File: src/sv/pps_pkg.sv
// Package with the shared types and codes of the preemptive priority scheduler.
`default_nettype none

package pps_pkg;

  localparam int ARR_W   = 16;
  localparam int BURST_W = 16;
  localparam int PRIO_W  = 8;
  localparam int TIME_W  = 32;
  localparam int PID_W   = 5;
  localparam int STS_W   = 2;

  localparam logic REQ_LOAD = 1'b0;
  localparam logic REQ_TICK = 1'b1;

  localparam logic [STS_W-1:0] STATUS_LOADED   = 2'd0;
  localparam logic [STS_W-1:0] STATUS_REJECTED = 2'd1;
  localparam logic [STS_W-1:0] STATUS_RAN      = 2'd2;
  localparam logic [STS_W-1:0] STATUS_IDLE     = 2'd3;

  typedef enum logic [1:0] {
    S_IDLE,
    S_SCAN,
    S_DRAIN,
    S_COMMIT
  } ctl_state_t;

  // Commands from the controller to the datapath.
  typedef struct packed {
    logic accept;   // capture the request and restart the search
    logic rd_en;    // read the next table slot
    logic commit;   // apply the request and load the result register
  } dp_cmd_t;

  // Status from the datapath to the controller.
  typedef struct packed {
    logic in_is_load;  // the offered request is a load
    logic cnt_zero;    // no process loaded
    logic scan_last;   // the slot being read is the last loaded one
    logic out_free;    // the result register can take a new result
  } dp_sts_t;

endpackage

`default_nettype wire

File: src/sv/pps_ctrl.sv
// Controller state machine of the preemptive priority scheduler.
`default_nettype none

module pps_ctrl (
  input  wire              clk,
  input  wire              rst,
  input  wire              in_valid,
  output logic             in_ready,
  input  wire pps_pkg::dp_sts_t sts,
  output pps_pkg::dp_cmd_t cmd
);
  import pps_pkg::*;

  ctl_state_t state;
  ctl_state_t state_next;

  always_ff @(posedge clk) begin
    if (rst) begin
      state <= S_IDLE;
    end else begin
      state <= state_next;
    end
  end

  always_comb begin
    state_next = state;
    unique case (state)
      S_IDLE: begin
        if (in_valid) begin
          if (sts.in_is_load || sts.cnt_zero) begin
            state_next = S_COMMIT;
          end else begin
            state_next = S_SCAN;
          end
        end
      end
      S_SCAN: begin
        if (sts.scan_last) begin
          state_next = S_DRAIN;
        end
      end
      S_DRAIN: begin
        state_next = S_COMMIT;
      end
      S_COMMIT: begin
        if (sts.out_free) begin
          state_next = S_IDLE;
        end
      end
      default: begin
        state_next = S_IDLE;
      end
    endcase
  end

  always_comb begin
    in_ready   = 1'b0;
    cmd.accept = 1'b0;
    cmd.rd_en  = 1'b0;
    cmd.commit = 1'b0;
    unique case (state)
      S_IDLE: begin
        in_ready   = 1'b1;
        cmd.accept = in_valid;
      end
      S_SCAN: begin
        cmd.rd_en = 1'b1;
      end
      S_DRAIN: begin
      end
      S_COMMIT: begin
        cmd.commit = sts.out_free;
      end
      default: begin
      end
    endcase
  end

endmodule

`default_nettype wire

File: src/sv/pps_dp.sv
// Datapath of the preemptive priority scheduler: process table, search and result register.
`default_nettype none

module pps_dp #(
  parameter int MAX_PROCS = 16
) (
  input  wire                                clk,
  input  wire                                rst,
  input  wire pps_pkg::dp_cmd_t              cmd,
  output pps_pkg::dp_sts_t                   sts,
  input  wire                                req_type,
  input  wire [pps_pkg::ARR_W-1:0]           arrival_time,
  input  wire [pps_pkg::BURST_W-1:0]         burst_len,
  input  wire [pps_pkg::PRIO_W-1:0]          prio_level,
  output logic                               out_valid,
  input  wire                                out_ready,
  output logic [pps_pkg::STS_W-1:0]          status,
  output logic [pps_pkg::PID_W-1:0]          proc_id,
  output logic                               finished,
  output logic [pps_pkg::TIME_W-1:0]         completion_time,
  output logic [pps_pkg::TIME_W-1:0]         turnaround_time,
  output logic [pps_pkg::TIME_W-1:0]         waiting_time,
  output logic                               all_done
);
  import pps_pkg::*;

  localparam int IDX_W   = (MAX_PROCS > 1) ? $clog2(MAX_PROCS) : 1;
  localparam int CNT_W   = $clog2(MAX_PROCS + 1);
  localparam int ENTRY_W = ARR_W + BURST_W + PRIO_W + BURST_W;

  // Table entry layout: arrival, burst, priority, remaining work.
  logic [ENTRY_W-1:0] mem [MAX_PROCS];
  logic [ENTRY_W-1:0] rd_data;
  logic               mem_we;
  logic [IDX_W-1:0]   mem_waddr;
  logic [ENTRY_W-1:0] mem_wdata;

  // Captured request.
  logic               cap_type;
  logic [ARR_W-1:0]   cap_arr;
  logic [BURST_W-1:0] cap_bur;
  logic [PRIO_W-1:0]  cap_prio;

  // Scheduler state.
  logic [TIME_W-1:0]  current_time;
  logic [CNT_W-1:0]   loaded_count;
  logic [CNT_W-1:0]   completed_count;

  // Search state.
  logic [IDX_W-1:0]   scan_idx;
  logic               rd_vld;
  logic [IDX_W-1:0]   rd_idx;
  logic               found;
  logic [IDX_W-1:0]   best_idx;
  logic [ARR_W-1:0]   best_arr;
  logic [BURST_W-1:0] best_bur;
  logic [PRIO_W-1:0]  best_prio;
  logic [BURST_W-1:0] best_rem;

  logic [ARR_W-1:0]   rd_arr;
  logic [BURST_W-1:0] rd_bur;
  logic [PRIO_W-1:0]  rd_prio;
  logic [BURST_W-1:0] rd_rem;
  logic               cand;

  // Commit results.
  logic [TIME_W-1:0]  time_next;
  logic [BURST_W-1:0] rem_dec;
  logic [TIME_W-1:0]  turn;
  logic               fin;
  logic               full;
  logic [CNT_W-1:0]   loaded_next;
  logic [CNT_W-1:0]   completed_next;
  logic [TIME_W-1:0]  current_time_next;
  logic [STS_W-1:0]   res_status;
  logic [PID_W-1:0]   res_pid;
  logic               res_fin;
  logic [TIME_W-1:0]  res_comp;
  logic [TIME_W-1:0]  res_turn;
  logic [TIME_W-1:0]  res_wait;

  assign sts.in_is_load = (req_type == REQ_LOAD);
  assign sts.cnt_zero   = (loaded_count == '0);
  assign sts.scan_last  = ((CNT_W'(scan_idx) + CNT_W'(1)) == loaded_count);
  assign sts.out_free   = !out_valid || out_ready;

  always_ff @(posedge clk) begin
    if (mem_we) begin
      mem[mem_waddr] <= mem_wdata;
    end
    if (cmd.rd_en) begin
      rd_data <= mem[scan_idx];
    end
  end

  assign {rd_arr, rd_bur, rd_prio, rd_rem} = rd_data;

  assign cand = (TIME_W'(rd_arr) <= current_time) && (rd_rem != '0) &&
                (!found || (rd_prio < best_prio));

  always_ff @(posedge clk) begin
    if (cmd.accept) begin
      cap_type <= req_type;
      cap_arr  <= arrival_time;
      cap_bur  <= burst_len;
      cap_prio <= prio_level;
    end
    if (rd_vld && cand) begin
      best_idx  <= rd_idx;
      best_arr  <= rd_arr;
      best_bur  <= rd_bur;
      best_prio <= rd_prio;
      best_rem  <= rd_rem;
    end
    rd_idx <= scan_idx;
  end

  always_ff @(posedge clk) begin
    if (rst) begin
      rd_vld          <= 1'b0;
      found           <= 1'b0;
      scan_idx        <= '0;
      current_time    <= '0;
      loaded_count    <= '0;
      completed_count <= '0;
    end else begin
      rd_vld <= cmd.rd_en;
      if (cmd.accept) begin
        found    <= 1'b0;
        scan_idx <= '0;
      end else begin
        if (rd_vld && cand) begin
          found <= 1'b1;
        end
        if (cmd.rd_en) begin
          scan_idx <= scan_idx + IDX_W'(1);
        end
      end
      if (cmd.commit) begin
        current_time    <= current_time_next;
        loaded_count    <= loaded_next;
        completed_count <= completed_next;
      end
    end
  end

  always_comb begin
    time_next = (current_time == '1) ? current_time : current_time + TIME_W'(1);
    rem_dec   = best_rem - BURST_W'(1);
    fin       = found && (rem_dec == '0);
    turn      = time_next - TIME_W'(best_arr);
    full      = (loaded_count == CNT_W'(MAX_PROCS));

    mem_we            = 1'b0;
    mem_waddr         = best_idx;
    mem_wdata         = {best_arr, best_bur, best_prio, rem_dec};
    loaded_next       = loaded_count;
    completed_next    = completed_count;
    current_time_next = current_time;
    res_status        = STATUS_IDLE;
    res_pid           = '0;
    res_fin           = 1'b0;
    res_comp          = '0;
    res_turn          = '0;
    res_wait          = '0;

    if (cap_type == REQ_LOAD) begin
      if (full) begin
        res_status = STATUS_REJECTED;
      end else begin
        mem_we      = cmd.commit;
        mem_waddr   = loaded_count[IDX_W-1:0];
        mem_wdata   = {cap_arr, cap_bur, cap_prio, cap_bur};
        loaded_next = loaded_count + CNT_W'(1);
        if (cap_bur == '0) begin
          completed_next = completed_count + CNT_W'(1);
        end
        res_status = STATUS_LOADED;
        res_pid    = PID_W'(loaded_count) + PID_W'(1);
      end
    end else begin
      current_time_next = time_next;
      if (found) begin
        mem_we     = cmd.commit;
        res_status = STATUS_RAN;
        res_pid    = PID_W'(best_idx) + PID_W'(1);
        if (fin) begin
          completed_next = completed_count + CNT_W'(1);
          res_fin        = 1'b1;
          res_comp       = time_next;
          res_turn       = turn;
          res_wait       = (turn >= TIME_W'(best_bur)) ? turn - TIME_W'(best_bur) : '0;
        end
      end
    end
  end

  always_ff @(posedge clk) begin
    if (rst) begin
      out_valid <= 1'b0;
    end else if (cmd.commit) begin
      out_valid <= 1'b1;
    end else if (out_ready) begin
      out_valid <= 1'b0;
    end
  end

  always_ff @(posedge clk) begin
    if (cmd.commit) begin
      status          <= res_status;
      proc_id         <= res_pid;
      finished        <= res_fin;
      completion_time <= res_comp;
      turnaround_time <= res_turn;
      waiting_time    <= res_wait;
      all_done        <= (completed_next == loaded_next);
    end
  end

endmodule

`default_nettype wire

File: src/sv/preemptive_priority_scheduler.sv
// Top level of the preemptive priority scheduler: controller plus datapath.
//
// Usage: the input channel (in_valid/in_ready) carries one request per
// transaction. A load request (req_type 0) stores a process with its arrival
// tick, burst length and priority in the next free slot, or is rejected when
// the table is full. A tick request (req_type 1) runs the arrived process with
// the lowest priority number for one unit of time, ties going to the lowest
// slot, and advances the clock of the schedule, which saturates at its maximum.
// The output channel (out_valid/out_ready) returns exactly one result
// transaction per request, with completion, turnaround and waiting times when
// a process finishes.
// Sequencing: a load goes from acceptance straight to the commit state, which
// loads the result register and returns to idle for the next request. A tick
// reads the table one slot per cycle through the single read port: it stays in
// the scan state until the last loaded slot is read, then passes the drain state
// to commit (no scan with an empty table). A new request is taken only in idle.
// The result sits in an output register, so the next request is accepted
// while a result waits; if the receiver stalls, the block holds that request
// until the register is free. Reset clears time and counters; the table
// contents need no clearing, since only loaded slots are read.
`default_nettype none

module preemptive_priority_scheduler #(
  parameter int MAX_PROCS = 16
) (
  input  wire                         clk,
  input  wire                         rst,
  input  wire                         in_valid,
  output logic                        in_ready,
  input  wire                         req_type,
  input  wire [pps_pkg::ARR_W-1:0]    arrival_time,
  input  wire [pps_pkg::BURST_W-1:0]  burst_len,
  input  wire [pps_pkg::PRIO_W-1:0]   prio_level,
  output logic                        out_valid,
  input  wire                         out_ready,
  output logic [pps_pkg::STS_W-1:0]   status,
  output logic [pps_pkg::PID_W-1:0]   proc_id,
  output logic                        finished,
  output logic [pps_pkg::TIME_W-1:0]  completion_time,
  output logic [pps_pkg::TIME_W-1:0]  turnaround_time,
  output logic [pps_pkg::TIME_W-1:0]  waiting_time,
  output logic                        all_done
);
  import pps_pkg::*;

  // Command and status bundles between the controller and the datapath.
  dp_cmd_t cmd;
  dp_sts_t sts;

  // The controller sequences accept, table scan and commit.
  pps_ctrl u_ctrl (
    .clk      (clk),
    .rst      (rst),
    .in_valid (in_valid),
    .in_ready (in_ready),
    .sts      (sts),
    .cmd      (cmd)
  );

  // The datapath holds the table, the search registers and the result register.
  pps_dp #(
    .MAX_PROCS (MAX_PROCS)
  ) u_dp (
    .clk             (clk),
    .rst             (rst),
    .cmd             (cmd),
    .sts             (sts),
    .req_type        (req_type),
    .arrival_time    (arrival_time),
    .burst_len       (burst_len),
    .prio_level      (prio_level),
    .out_valid       (out_valid),
    .out_ready       (out_ready),
    .status          (status),
    .proc_id         (proc_id),
    .finished        (finished),
    .completion_time (completion_time),
    .turnaround_time (turnaround_time),
    .waiting_time    (waiting_time),
    .all_done        (all_done)
  );

endmodule

`default_nettype wire
File: config.mk
export PLATFORM = sky130hd
export DESIGN_NAME = preemptive_priority_scheduler
export DESIGN_NICKNAME = d
export VERILOG_FILES = /design/src/sv/pps_pkg.sv /design/src/sv/pps_ctrl.sv /design/src/sv/pps_dp.sv /design/src/sv/preemptive_priority_scheduler.sv
export SDC_FILE = /design/constraint.sdc
export NUM_CORES = 1
export LEC_CHECK = 0
export BUFFER_PORTS_ARGS = -buffer_cell sky130_fd_sc_hd__buf_4
export CORE_MARGIN = 5
export CORE_UTILIZATION = 35
export CTS_CLUSTER_SIZE = 12
export DETAILED_ROUTE_END_ITERATION = 12
export GPL_TIMING_DRIVEN = 0
export SYNTH_ARGS = -nofsm -noshare
export SYNTH_HDL_FRONTEND = slang
export SYNTH_HIERARCHICAL = 1
export SYNTH_SLANG_ARGS = --single-unit
File: constraint.sdc
create_clock -name clk -period 18.55 [get_ports clk]
set_input_delay 3.71 -clock clk [delete_from_list [all_inputs] [get_ports clk]]
set_output_delay 3.71 -clock clk [all_outputs]
set_load 0.005 [all_outputs]
# [Yosys cells after proc, flatten, opt, wreduce, memory -nomap -nowiden]
# Memories as Yosys holds them, arrays and structs flattened. A register that Yosys moved wholly into a read port is not among the register bits.
# Cells that the tools add are included.
[word_totals] output_inout_bits=107 inputBits=45 latchBits=0 register_bits=261 elab_cells=105 mem_bits_ro=0 ram_bits=896 memories=1
[memory_table] memory="u_dp.mem" words=16 word_bits=56 rd=1 rd_clocked_by_memory_dff=1 write_ports=1 line="pps_dp.sv:32" source="logic [ENTRY_W-1:0] mem [MAX_PROCS];"
[classes] bitwise_logic=1 order_cmp=3 mux=35 eq_ne=10 mul=0 shifts=0 div_mod_pow=0 reduce_logical=21 n_addsub=9
[ops] cell="$mux 56" count=2
[ops] cell="$sub 32x16->32" count=2
[ops] cell="$mux 5" count=10
[ops] cell="$add 32x1->32 const B" count=1
[ops] cell="$eq 32x32->1 const B" count=1
[ops] cell="$ge 32x16->1" count=1
[ops] cell="$le 16x32->1" count=1
[ops] cell="$logic_not 16->1" count=2
[ops] cell="$mux 32" count=1
[ops] cell="$reduce_bool 16->1" count=1
[ops] cell="$sub 16x1->16 const B" count=1
[ops] cell="$mux 1" count=14
[ops] cell="$add 4x1->5 const B" count=2
[ops] cell="$add 5x1->5 const B" count=2
[ops] cell="$eq 5x5->1" count=2
[ops] cell="$mux 2" count=5
[ops] cell="$lt 8x8->1" count=1
[ops] cell="$mux 4" count=2
[ops] cell="$pmux 2 s4" count=1
[ops] cell="$reduce_and 3->1" count=2
[ops] cell="$eq 5x5->1 const B" count=1
[ops] cell="$logic_not 5->1" count=1
[ops] cell="$add 4x1->4 const B" count=1
[ops] cell="$eq 2x2->1 const B" count=2
[ops] cell="other kinds (12)" count=20

# [Depth between registers and ports, before layout]
# Gate-level depths: netlist (run 1).
[logic_depth] word_depth=7 ltp_mapped=29 mapped_depth_nobuf=27

# [Cells and area by module]
# The synthesis (run 1) kept the hierarchy.
[modules_own_cells] module="pps_dp" area_each_um2=49595.1 n_inst=1 seq_area_each_um2=35834.4 cells_per_inst=2662
[modules_own_cells] module="pps_ctrl" area_each_um2=190.2 n_inst=1 seq_area_each_um2=40.0 cells_per_inst=21

# [Worst setup path after synthesis (run 1)]
# OpenSTA, ideal clock, no wires.
[synth_timing] kind="in2reg" from="input out_ready" to="memory u_dp/mem[10][0] (netlist bit), enable pin" cell_stages=4 setup_ns=0.470 path_buffers=0 arrival_ns=8.125 setup_slack_ns=9.955 required_ns=18.080 path_cell_list="nand2b_1 -> and2_2 -> nand3_1 -> nor2_1"
[synth_rtl] element="start: declaration" line="preemptive_priority_scheduler.sv:35" source="input wire out_ready,"
[synth_rtl] element="end: declaration" line="pps_dp.sv:32"

# [Worst setup path after layout (run 1)]
[layout_timing] from="register u_dp.current_time[0]" to="register u_dp/waiting_time[3] (netlist bit) (data pin)"
[layout_between] elab_chain_len=5 elab_cells_between_ends=7 cone_classes="add/sub: 3; order compare: 1; eq/ne: 1; mux: 1; reduce/logical: 1"
[layout_lines] element="start: declaration" line="pps_dp.sv:45" source="logic [TIME_W-1:0] current_time;"
[layout_lines] element="start signal: assignment" line="pps_dp.sv:140" source="current_time <= current_time_next;"
[layout_lines] element="$add 32x1->32 or $eq 32x32->1 (tied branches)" line="pps_dp.sv:148" source="time_next = (current_time == '1) ? current_time : current_time + TIME_W'(1);"
[layout_lines] element="$mux 32 (*)" line="pps_dp.sv:148"
[layout_lines] element="via u_dp.time_next[8]" line="pps_dp.sv:67" source="logic [TIME_W-1:0] time_next;"
[layout_lines] element="$sub 32x16->32 (*)" line="pps_dp.sv:151" source="turn = time_next - TIME_W'(best_arr);"
[layout_lines] element="via u_dp.turn[12]" line="pps_dp.sv:69" source="logic [TIME_W-1:0] turn;"
[layout_lines] element="$ge 32x16->1 (*)" line="pps_dp.sv:192" source="res_wait = (turn >= TIME_W'(best_bur)) ? turn - TIME_W'(best_bur) : '0;"
[layout_lines] element="$reduce_and 4->1 (no line) (*)"
[layout_lines] element="end signal: assignment" line="pps_dp.sv:215" source="waiting_time <= res_wait;"
[layout_lines] element="end: declaration" line="pps_dp.sv:22" source="output logic [pps_pkg::TIME_W-1:0] waiting_time,"
# Mark *: on every way through the listed nets, which the timed path passes. The rest lies on a longest branch.
# A chain may end at the register's enable or synchronous reset.

==> results.sh, run 1 <==
export IMPL_status="finished clean"
export IMPL_r2r_cells=27
export IMPL_cts_buffer_depth=3
export IMPL_rows=138
export IMPL_setup_viol=0
export IMPL_fmax_ghz=0.127
export IMPL_syn_inst=2683
export IMPL_p_per_area_nw_per_um2=112
export IMPL_synth_top_cell_by_area="edfxtp_1"
export IMPL_drtIter0Drc=2642
export IMPL_cts_tree="yes"
export IMPL_h_tree_depth=3
export IMPL_cts_setup_buffers=0
export IMPL_routed_wl_um=131000
export IMPL_finalPower_mw=6.50
export IMPL_finalHoldViolations=0
export IMPL_synth_avg_cell_area_um2=18.6
export IMPL_crit_path_max_fanout=10
export IMPL_maxCapViolCount=0
export IMPL_die_area_um2=150000
export IMPL_fin_area_um2=58100
export IMPL_crit_top_cell="ha_1"
export IMPL_placed_cell_area_um2=54600
export IMPL_ctsResizeCount=0
export IMPL_most_common_layout_cells="edfxtp_1 (1158), mux4_2 (280), buf_4 (163)"
export IMPL_grt_max_degree=74
export IMPL_slew_headroom_pct=12.7
export IMPL_hp_start="u_dp/scan_idx[2]"
export IMPL_critPathMaxStageDelay_ps=550
export IMPL_synth_main_ff_cell="edfxtp_1"
export IMPL_fin_cells=4978
export IMPL_finClkSkew_ps=53.3
export IMPL_hpwl_um=89200
export IMPL_yosys_area_top_type_share_pct=69.8
export IMPL_ys_warn_count=6
export IMPL_drtAntennaViolNets=0
export IMPL_synthArstFlopShare_pct=0
export IMPL_place_inst=4785
export IMPL_cts_made_buffers=120
export IMPL_nets=3132
export IMPL_syn_nets=2798
export IMPL_ys_ff_latch=1213
export IMPL_syn_to_final_growth_pct=16.6
export IMPL_die_x_um=387
export IMPL_worstReg2RegEnd="u_dp/waiting_time[3]"
export IMPL_pre_cts_ws_ps=10750
export IMPL_yosysUniqueCellTypes=94
export IMPL_ff2ff_setup_slack_ps=10680
export IMPL_setup_tns_ps=0
export IMPL_first_global_vias=26133
export IMPL_min_to="u_dp/rd_idx[2]"
export IMPL_fin_crit_ps=7870
export IMPL_port_buffers=151
export IMPL_whs_ps=355
export IMPL_peakVddDrop_v=0.0000970
export IMPL_multiInputGateArea_um2=13300
export IMPL_setup_worst_path_end_class="flip-flop"
export IMPL_hold_buffers=0
export IMPL_synth_edff_count=1158
export IMPL_mostFrequentLayoutCell="edfxtp_1"
export IMPL_core_area_um2=141000
export IMPL_arrival_ps=8300
export IMPL_p_leak_nw=18.4
export IMPL_synth_seq_area_share_pct=72.1
export IMPL_start_kind="flip-flop"
export IMPL_root_buffer="clkbuf_16"
export IMPL_grt_pass1_wl_um=188000
export IMPL_yosys_top_cells_area="edfxtp_1 (70%), mux4_2 (13%), dfxtp_1 (2.2%)"
export IMPL_min_path_type="flip-flop to flip-flop"
export IMPL_antenna_found_initial=1
export IMPL_overflow=0
export IMPL_grtUsageTotal_pct=17.1
export IMPL_min_path_cells=0
export IMPL_reg2reg_from="u_dp/current_time[0]"
export IMPL_avgViaCountPerCell=5.30
export IMPL_cts_sinks=1213
export IMPL_first_pass_iters=6
export IMPL_regArea_um2=35900
export IMPL_finalCritPeriodShare_pct=42.4
export IMPL_die_y_um=387
export IMPL_start_util_pct=35.2
export IMPL_cp_slowest_cell="xnor2_1"
export IMPL_gp_congestion=0.857
export IMPL_drive_gt1_share_pct=24.2
export IMPL_fillerInstances=12517
export IMPL_syn_area_um2=49800
export IMPL_clk_pin_slew_worst_paths_ps=60
export IMPL_final_core_util_pct=41.1
export IMPL_worstMarginPinSlew_ps=1310
export IMPL_remaining_drc_errors=0
export IMPL_critPathKind="flip-flop to flip-flop"
export IMPL_rsz0062_at_grt="false"
export IMPL_vias=26359
export IMPL_critPathRequiredTime_ps=18980
export IMPL_slew_viol_final=0
export IMPL_clk_latency_ps=740
export IMPL_wl_per_cell_um=26.2
export IMPL_ios=152
export IMPL_worst_slack_ps=10680
## Yosys cell counts (5+ instances only)
library cell,instances
edfxtp_1,1158
mux4_2,280
nor2_1,137
nand2_1,104
xnor2_1,97
inv_1,75
o21ai_0,71
clkbuf_1,69
ha_1,68
dfxtp_1,55
xor2_1,50
a21oi_1,48
nand3_1,39
nor3_1,34
nand4_1,31
buf_1,30
and2_1,29
nor2_2,26
nor2b_1,24
nand2b_1,21
nor4_1,21
a21o_1,18
a211oi_1,12
or3_1,11
and3_1,10
and4_1,10
buf_2,10
a31oi_1,9
mux2i_1,9
o21a_1,9
o22ai_1,6
buf_6,5
o21bai_1,5
## how the worst max path moves through the flow
stage                         start                   end  depth (start not counted)
6_report       u_dp/current_time[0]  u_dp/waiting_time[3]                         27
5_1_grt        u_dp/current_time[0]  u_dp/waiting_time[3]                         27
4_1_cts        u_dp/current_time[0]  u_dp/waiting_time[3]                         27
3_5_place_dp   u_dp/current_time[0]  u_dp/waiting_time[3]                         27
3_3_place_gp              out_ready      u_dp/mem[12][21]                          5
2_1_floorplan             out_ready       u_dp/mem[10][0]                          4
## critical path: cells and delay by family (launching register included)
kind | cells | cell delay, ps
xor+xnor | 2 | 720
buf+inv | 2 | 720
fa+ha+maj | 3 | 1020
simple gates | 10 | 2260
flops | 1 | 480
compound gates | 10 | 2420
## cells by family (layout without fill, tap and decap cells)
| kind of cell | count (synthesis) | in the layout | share of synthesized area [%] |
|---|---|---|---|
| xor+xnor | 152 | 152 | 2.75 |
| flops | 1213 | 1213 | 72.1 |
| other cells | 0 | 1 | 0 |
| buf+inv | 194 | 598 | 1.61 |
| simple gates | 542 | 542 | 5.93 |
| mux | 291 | 291 | 12.9 |
| compound gates | 220 | 220 | 2.93 |
| fa+ha+maj | 71 | 71 | 1.81 |
## report_power, final
part,leakage (nW),switching [mW],total [mW],internal (mW)
Combinational,5.78,0.579,0.949,0.370
Clock,1.68,1.00,2.22,1.22
Sequential,11.0,0.0636,3.33,3.27
## state kept, by name, summed over array words and instances, names as in the netlist, 5 cells and up
name / count
u_dp/completed_count: 5
u_dp/current_time: 32
u_dp/waiting_time: 32
u_dp/loaded_count: 5
u_dp/best_rem: 16
u_dp/cap_prio: 8
u_dp/best_prio: 8
u_dp/cap_arr: 16
u_dp/best_bur: 16
u_dp/completion_time: 32
u_dp/mem: 896
u_dp/turnaround_time: 32
u_dp/proc_id: 5
u_dp/rd_data: 56
u_dp/cap_bur: 16
u_dp/best_arr: 16
## cell type report
type / instances / share of cell area (%)
antenna: 1 / 0.00431
inverter: 75 / 0.485
clock inverter: 33 / 0.500
sequential: 1213 / 61.8
buffer: 119 / 0.899
tap: 1890 / 4.07
timing repair buffer: 212 / 3.93
clock buffer: 159 / 5.49
multi-input combinational: 1276 / 22.8
## per-layer routing
layer  track usage [%]  wire, µm  vias to the layer above
met5                 0         0                        -
met2              27.8     62100                     1084
met3              3.45     10000                      171
met4              3.40      2700                        0
li1                  -         -                    11347
met1              24.2     55900                    13757
No activity file was read; power rests on OpenSTA's default activity.
==> inputs of run 2 (changes only) <==
clock period = 8.2 ns   (was 18.55 ns; I/O delays follow)
==> run 2 against run 1 <==
Critical path depth stayed put. Setup slack worse by 10000 ps. Via count shrank 0.11%. Clock-buffer cell count unchanged. Largest power group unchanged. Highest routed layer unchanged.
==> results.sh, run 2 (synthesis results as in run 1) <==
export IMPL_arrival_ps=8070
export IMPL_critPathMaxStageDelay_ps=520
export IMPL_most_common_layout_cells="edfxtp_1 (1158), mux4_2 (280), buf_4 (163)"
export IMPL_cts_buffer_depth=3
export IMPL_routed_wl_um=131000
export IMPL_maxCapViolCount=0
export IMPL_ctsResizeCount=0
export IMPL_overflow=0
export IMPL_mostFrequentLayoutCell="edfxtp_1"
export IMPL_fmax_ghz=0.131
export IMPL_min_path_type="flip-flop to flip-flop"
export IMPL_fin_crit_ps=7640
export IMPL_vias=26330
export IMPL_clk_pin_slew_worst_paths_ps=60
export IMPL_ios=152
export IMPL_final_core_util_pct=41.1
export IMPL_cts_made_buffers=120
export IMPL_core_area_um2=141000
export IMPL_clk_latency_ps=740
export IMPL_avgViaCountPerCell=5.29
export IMPL_die_x_um=387
export IMPL_wl_per_cell_um=26.2
export IMPL_drtAntennaViolNets=0
export IMPL_worstMarginPinSlew_ps=1310
export IMPL_die_y_um=387
export IMPL_setup_tns_ps=0
export IMPL_largest_reg_flops=896
export IMPL_finClkSkew_ps=53.4
export IMPL_gp_congestion=0.857
export IMPL_cts_setup_buffers=0
export IMPL_first_pass_iters=5
export IMPL_worst_slack_ps=565
export IMPL_start_kind="flip-flop"
export IMPL_rsz0062_at_grt="false"
export IMPL_drtIter0Drc=2634
export IMPL_p_per_area_nw_per_um2=253
export IMPL_cp_slowest_cell="xnor2_1"
export IMPL_setup_worst_path_end_class="flip-flop"
export IMPL_port_buffers=151
export IMPL_h_tree_depth=3
export IMPL_root_buffer="clkbuf_16"
export IMPL_p_leak_nw=18.4
export IMPL_crit_family="compound AO/OA/AOI/OAI gates"
export IMPL_grt_pass1_wl_um=188000
export IMPL_hpwl_um=89200
export IMPL_grtUsageTotal_pct=17.1
export IMPL_antenna_found_initial=1
export IMPL_remaining_drc_errors=0
export IMPL_rows=138
export IMPL_pre_cts_ws_ps=398
export IMPL_reg_top3="u_dp/mem: 896 flops, u_dp/rd_data: 56 flops"
export IMPL_regMostFlops="u_dp/mem"
export IMPL_nets=3132
export IMPL_setup_viol=0
export IMPL_grt_max_degree=74
export IMPL_hold_buffers=0
export IMPL_finalHoldViolations=0
export IMPL_syn_to_final_growth_pct=16.6
export IMPL_finalCritPeriodShare_pct=93.1
export IMPL_cts_sinks=1213
export IMPL_crit_top_cell="ha_1"
export IMPL_drive_gt1_share_pct=24.3
export IMPL_slew_headroom_pct=12.7
export IMPL_critPathRequiredTime_ps=8630
export IMPL_slew_viol_final=0
export IMPL_start_util_pct=35.2
export IMPL_path_buf_inv=2
export IMPL_first_global_vias=26133
export IMPL_peakVddDrop_v=0.000219
export IMPL_cts_tree="yes"
export IMPL_crit_path_max_fanout=10
export IMPL_critPathKind="flip-flop to flip-flop"
export IMPL_die_area_um2=150000
export IMPL_status="finished clean"
## run 2: worst paths after layout
path	slack (ps)	to	startpoint	cells after the start
worst max-delay path	560	u_dp/waiting_time[3]	u_dp/current_time[0]	27
worst min-delay path	350	u_dp/rd_idx[2]	u_dp/scan_idx[2]	0
worst max register to register	560	u_dp/waiting_time[3]	u_dp/current_time[0]	27
worst min register to register	350	u_dp/rd_idx[2]	u_dp/scan_idx[2]	0
## run 2: layout make-up
cell class	instances	area [µm²]
repair buffers	212	2280
clock inverters	33	290
clock buffers	159	3190
fillers	12517	83300
inverters	75	282
diodes	1	2.50
well taps	1890	2360
multi-input cells	1276	13300
plain buffers	119	523
flip-flops and latches	1213	35900
## run 2: power breakdown
| group | total [mW] | switching, mW | internal (mW) |
|---|---|---|---|
| sequential | 7.53 | 0.144 | 7.39 |
| combinational | 2.15 | 1.31 | 0.836 |
| clock | 5.03 | 2.26 | 2.76 |
## run 2: per-stage QoR
stage	power [mW]	instance area, µm²	instances	hold slack, ps
after detailed placement	9.84	54600	4785	345
final	14.7	58100	4978	355
after floorplan	8.94	49800	2683	329
after global placement	9.77	53300	4724	335
after CTS	14.9	58100	4977	357
after global routing	15.3	58100	4977	362
## run 2: layer usage
| metal | GRT usage [%] | routed length, µm |
|---|---|---|
| met3 | 3.45 | 9840 |
| met5 | 0 | 0 |
| met2 | 27.8 | 62200 |
| met1 | 24.2 | 56000 |
| met4 | 3.40 | 2590 |
